[config.mk]
export PLATFORM = sky130hd
export DESIGN_NAME = lpht_mod
export DESIGN_NICKNAME = d
export VERILOG_FILES = /design/src/rtl/core/lpht_pkg.sv /design/src/rtl/core/lpht_mod.sv
export SDC_FILE = /design/constraint.sdc
export NUM_CORES = 1
export LEC_CHECK = 0
export BUFFER_PORTS_ARGS = -buffer_cell sky130_fd_sc_hd__buf_2
export CAP_MARGIN = 20
export CELL_PAD_IN_SITES_DETAIL_PLACEMENT = 0
export CELL_PAD_IN_SITES_GLOBAL_PLACEMENT = 2
export CORE_AREA = 3 3 114 171
export DETAILED_ROUTE_END_ITERATION = 7
export DIE_AREA = 0 0 117 174
export PLACE_DENSITY_LB_ADDON = 0.1
export SYNTH_ARGS = -nofsm -noshare
export SYNTH_HDL_FRONTEND = slang
export SYNTH_SLANG_ARGS = --single-unit
export TNS_END_PERCENT = 20
[constraint.sdc]
create_clock -name clock -period 18.5 [get_ports clock]
set_input_delay 0.925 -clock clock [delete_from_list [all_inputs] [get_ports clock]]
set_output_delay 0.925 -clock clock [all_outputs]
set_load 0.02 [all_outputs]
[src/rtl/core/lpht_pkg.sv]
// ----------------------------------------------------------------------------
// lpht_pkg
// Shared types and constants for the linear probing hash table: field widths,
// operation codes, sequencer states and the stored slot row layout.
// ----------------------------------------------------------------------------
package lpht_pkg;

   // field widths
   localparam int MODE_W     = 2;
   localparam int HASH_W     = 64;
   localparam int VALUE_W    = 64;
   localparam int CFG_W      = 11;
   localparam int SLOT_OUT_W = 10;

   // table size after reset
   localparam logic [CFG_W-1:0] TABLE_SIZE_RESET = 11'd1024;

   // operation codes
   localparam logic [MODE_W-1:0] MODE_INSERT = 2'd0;
   localparam logic [MODE_W-1:0] MODE_FIND   = 2'd1;
   localparam logic [MODE_W-1:0] MODE_DELETE = 2'd2;

   // response status codes
   localparam logic STATUS_OK   = 1'b0;
   localparam logic STATUS_FAIL = 1'b1;

   // modulo unit: quotient bits retired per cycle
   localparam int MOD_RADIX_BITS = 4;
   localparam int MOD_STEPS      = HASH_W / MOD_RADIX_BITS;
   localparam int MOD_CNT_W      = $clog2(MOD_STEPS);

   // sequencer states
   typedef enum logic [2:0] {
      ST_CLEAR,
      ST_IDLE,
      ST_MOD,
      ST_READ,
      ST_CHECK,
      ST_DONE
   } fsm_state_type;

   // one stored slot
   typedef struct packed {
      logic               valid;
      logic [HASH_W-1:0]  hash;
      logic [VALUE_W-1:0] value;
   } slot_row_type;

endpackage

[src/rtl/core/lpht_mod.sv]
// ----------------------------------------------------------------------------
// lpht_mod
// Iterative 64-bit modulo unit: restoring division, four dividend bits per
// cycle, returns the remainder only.
// ----------------------------------------------------------------------------
module lpht_mod #(
   parameter int DIV_W = 11
) (
   input  logic                      clock,
   input  logic                      reset,
   input  logic                      start,
   input  logic [lpht_pkg::HASH_W-1:0] dividend,
   input  logic [DIV_W-1:0]          divisor,
   output logic                      done,
   output logic [DIV_W-1:0]          remainder
);
   import lpht_pkg::*;

   logic                 busy_ff, busy_in;
   logic                 done_ff, done_in;
   logic [MOD_CNT_W-1:0] cnt_ff, cnt_in;
   logic [HASH_W-1:0]    dvd_ff, dvd_in;
   logic [DIV_W-1:0]     div_ff, div_in;
   logic [DIV_W-1:0]     rem_ff, rem_in;
   logic [DIV_W-1:0]     rem_step;

   // four restoring steps on the narrow partial remainder
   always_comb begin
      logic [DIV_W:0] trial;
      logic [DIV_W-1:0] r;
      r = rem_ff;
      for (int k = 0; k < MOD_RADIX_BITS; k++) begin
         trial = {r, dvd_ff[HASH_W-1-k]};
         if (trial >= {1'b0, div_ff}) begin
            trial = trial - {1'b0, div_ff};
         end
         r = trial[DIV_W-1:0];
      end
      rem_step = r;
   end

   // iteration control
   always_comb begin
      busy_in = busy_ff;
      done_in = 1'b0;
      cnt_in  = cnt_ff;
      dvd_in  = dvd_ff;
      div_in  = div_ff;
      rem_in  = rem_ff;
      if (start) begin
         busy_in = 1'b1;
         cnt_in  = '0;
         dvd_in  = dividend;
         div_in  = divisor;
         rem_in  = '0;
      end else if (busy_ff) begin
         rem_in = rem_step;
         dvd_in = dvd_ff << MOD_RADIX_BITS;
         cnt_in = cnt_ff + MOD_CNT_W'(1);
         if (cnt_ff == MOD_CNT_W'(MOD_STEPS - 1)) begin
            busy_in = 1'b0;
            done_in = 1'b1;
         end
      end
   end

   always_ff @(posedge clock) begin
      if (reset) begin
         busy_ff <= 1'b0;
         done_ff <= 1'b0;
         cnt_ff  <= '0;
      end else begin
         busy_ff <= busy_in;
         done_ff <= done_in;
         cnt_ff  <= cnt_in;
      end
      dvd_ff <= dvd_in;
      div_ff <= div_in;
      rem_ff <= rem_in;
   end

   assign done      = done_ff;
   assign remainder = rem_ff;

endmodule

==> flow_summary.toml <==
[logic_synthesis]
synth.top_cell.area_share_pct = 35.7
synth_top_flop_cell = "edfxtp_1"
ys_types = 71
synth-seq-cells = 92
syn_nets = 706
syn_avg_cell_area_um2 = 10.9
syn_area_um2 = 6310
synth_enable_flop_cells = 75
syn_inst = 579
ys_seq_area_share_pct = 41.1
yosysTopAreaCell = "edfxtp_1"
yosysWarnings = 0
async_flop_share_pct = 0
synth.area.top_cells = "edfxtp_1 36%, mux2_2 12%, ha_1 8.9%"

[floorplan]
fp-row-count = 60
die_w_um = 117
coreArea_um2 = 18000
start_util_pct = 35.0
design.die.area_um2 = 20400
io_pins = 90
die_h_um = 174

[timing]
skew_ns = 0.00843
hold_viol = 0
period_needed_ns = 10.53
fin_crit_sh_pct = 56.9
timing.slew.headroom_pct = 38.5
slew_viol_final = 0
tightest_slew_ns = 0.923
tns_ns = 0
setup_violations = 0
timing.fmax_mhz = 95.0
grt_setup_unrepaired = "no"

[cts]
hold_buffers = 0
clkLatencyLatePin_ns = 0.34
cts_tree = "done"
htreeDepth = 3
clk_pin_slew_ns = 0.07
cts_root_buf = "clkbuf_16"
cts_setup_buffers = 0
numCtsBuffers = 9
ctsResizeCount = 0
ctsLongestPathBuffers = 2
cts_sinks = 92

[drt]
postRouteWirelength_um = 19000
via_per_inst = 5.43
post_drt_wl_per_cell_um = 21.5
drt-initial-drc-count = 219
drt_first_pass_iters = 4
postRouteAntennaNets = 0
route.detailed.drc = 0
vias = 4813

[worst_setup_path]
crit_required_ns = 18.69
worst_setup_path_start_kind = "register"
worst_path_max_delay_cell = "a311oi_1"
rr_worst_depth = 34
criticalPathCategory = "reg2reg"
end_kind = "register"
crit_top_cell = "ha_1"
cp.arrival_ns = 10.72
crit_fanout = 12
path_delay_family = "compound AO/OA/AOI/OAI gates"
crit_buf_inv = 2
cp_num_cells = 34
slowest_delay_ns = 0.70

[finish]
multiInputGateArea_um2 = 3500
area_growth_syn_to_layout_pct = 15.2
fillers = 1803
register_area_um2 = 2590
fin_nets = 790
final_layout_size_suffix_gt1_share_pct = 29.2

[run_status]
outcome = "finished, final reports clean"

[placement]
hpwl_um = 15100
gp_congestion = 0.927
io_buffer_count = 89

[grt]
antenna_found_initial = 0
grt_start_max_net_pins = 77
grt_pass1_vias = 5072
grt_util_all_layers_pct = 19.0
grt_overflow_total = 0
grt_pass1_wl_um = 28900

[job]
cap_violations = 0

[worst_hold_path]
holdPathStages = 2
hold_class = "reg2reg"
## registers in the layout, summed over array words and instances, names as in the netlist
| signal | count |
|---|---|
| dvd_ff | 64 |
| remainder | 11 |
| busy_ff | 1 |
| cnt_ff | 4 |
| done | 1 |
| div_ff | 11 |
## worst register-to-register path: cells and delay by family (launching register included)
family,cells,cell delay (ns)
buffers and inverters,2,0.26
muxes,2,0.83
adders and majority gates,5,1.71
DFF,1,0.46
and+or+nand+nor,9,2.25
AOI/OAI and AO/OA,16,4.86
## routing by layer
layer	GRT usage (%)	part of all wire, %
met1	20.5	38
met2	35.2	54
met3	3.07	3.7
met4	8.75	4.5
met5	0	0
## per-stage QoR
stage                     area, um2  util, %  instances  hold slack (ns)  worst slack (ns)
after floorplan                6310        -        579            0.462              9.76
after global placement         6960     38.6        869            0.495              8.13
after detailed placement       6960     38.6        869            0.504              8.03
after CTS                      7270     40.3        885            0.517              7.97
after global routing           7270     40.3        885            0.536              7.12
final                          7270     40.4        886            0.517              7.97
## kinds of logic (layout without fill, tap and decap cells)
logic type,count (synthesis),after routing,share of synthesized area (%)
xor+xnor,32,32,4.44
fa+ha+maj,49,49,10.2
mux,80,80,14.0
compound gates,121,121,14.4
other cells,0,1,0
flops,92,92,41.1
buf+inv,53,142,3.43
simple gates,152,152,12.4
## worst paths after layout
check	start	to	slack (ns)
max	div_ff[0]	remainder[4]	7.97
max reg2reg	div_ff[0]	remainder[4]	7.97
min	cnt_ff[3]	done	0.52
min reg2reg	cnt_ff[3]	done	0.52
## placed cells by master (no fill, tap or decap), types with 7 or more instances in the layout
cell and count:
a21o_1 14, a21oi_1 30, buf_2 88, clkbuf_16 9
dfxtp_1 17, edfxtp_1 75, ha_1 45, inv_1 35
mux2_2 68, mux2i_1 12, nand2_1 30, nand3_1 10
nand4_1 11, nor2_1 37, nor3_1 16, nor3b_1 9
o21a_1 8, o21ai_0 12, o31ai_1 7, xnor2_1 19
xor2_1 13
## cells in the mapped netlist, drive strengths merged, types with 2 or more instances
| cell type | n |
|---|---|
| edfxtp | 75 |
| mux2 | 68 |
| ha | 45 |
| nor2 | 37 |
| inv | 35 |
| a21oi | 31 |
| nand2 | 30 |
| xnor2 | 19 |
| dfxtp | 17 |
| nor3 | 16 |
| a21o | 15 |
| o21ai | 14 |
| clkbuf | 13 |
| xor2 | 13 |
| mux2i | 12 |
| nand3 | 11 |
| nand4 | 11 |
| nor3b | 9 |
| o21a | 8 |
| and2 | 7 |
| and3 | 7 |
| o31ai | 7 |
| nand2b | 6 |
| a31oi | 5 |
| a41oi | 5 |
| buf | 5 |
| a211oi | 4 |
| a311oi | 4 |
| fa | 4 |
| nor2b | 4 |
| o211ai | 4 |
| or2 | 4 |
| a21boi | 3 |
| o2111ai | 3 |
| o31a | 3 |
| or3 | 3 |
| a2111oi | 2 |
| a221oi | 2 |
| a22oi | 2 |
| nor4 | 2 |
| o21bai | 2 |
| or4 | 2 |
## final cells by class
| type | instances | area share (%) |
|---|---|---|
| Multi-Input combinational cell | 434 | 48.1 |
| Sequential cell | 92 | 35.7 |
| Timing Repair Buffer | 91 | 6.37 |
| Tap cell | 217 | 3.73 |
| Clock buffer | 11 | 3.34 |
| Inverter | 35 | 1.81 |
| Clock inverter | 5 | 0.929 |
| Antenna cell | 1 | 0.0344 |
Power is not shown: default switching activity piles up to over one toggle a cycle in this logic, so the estimate is an artifact.
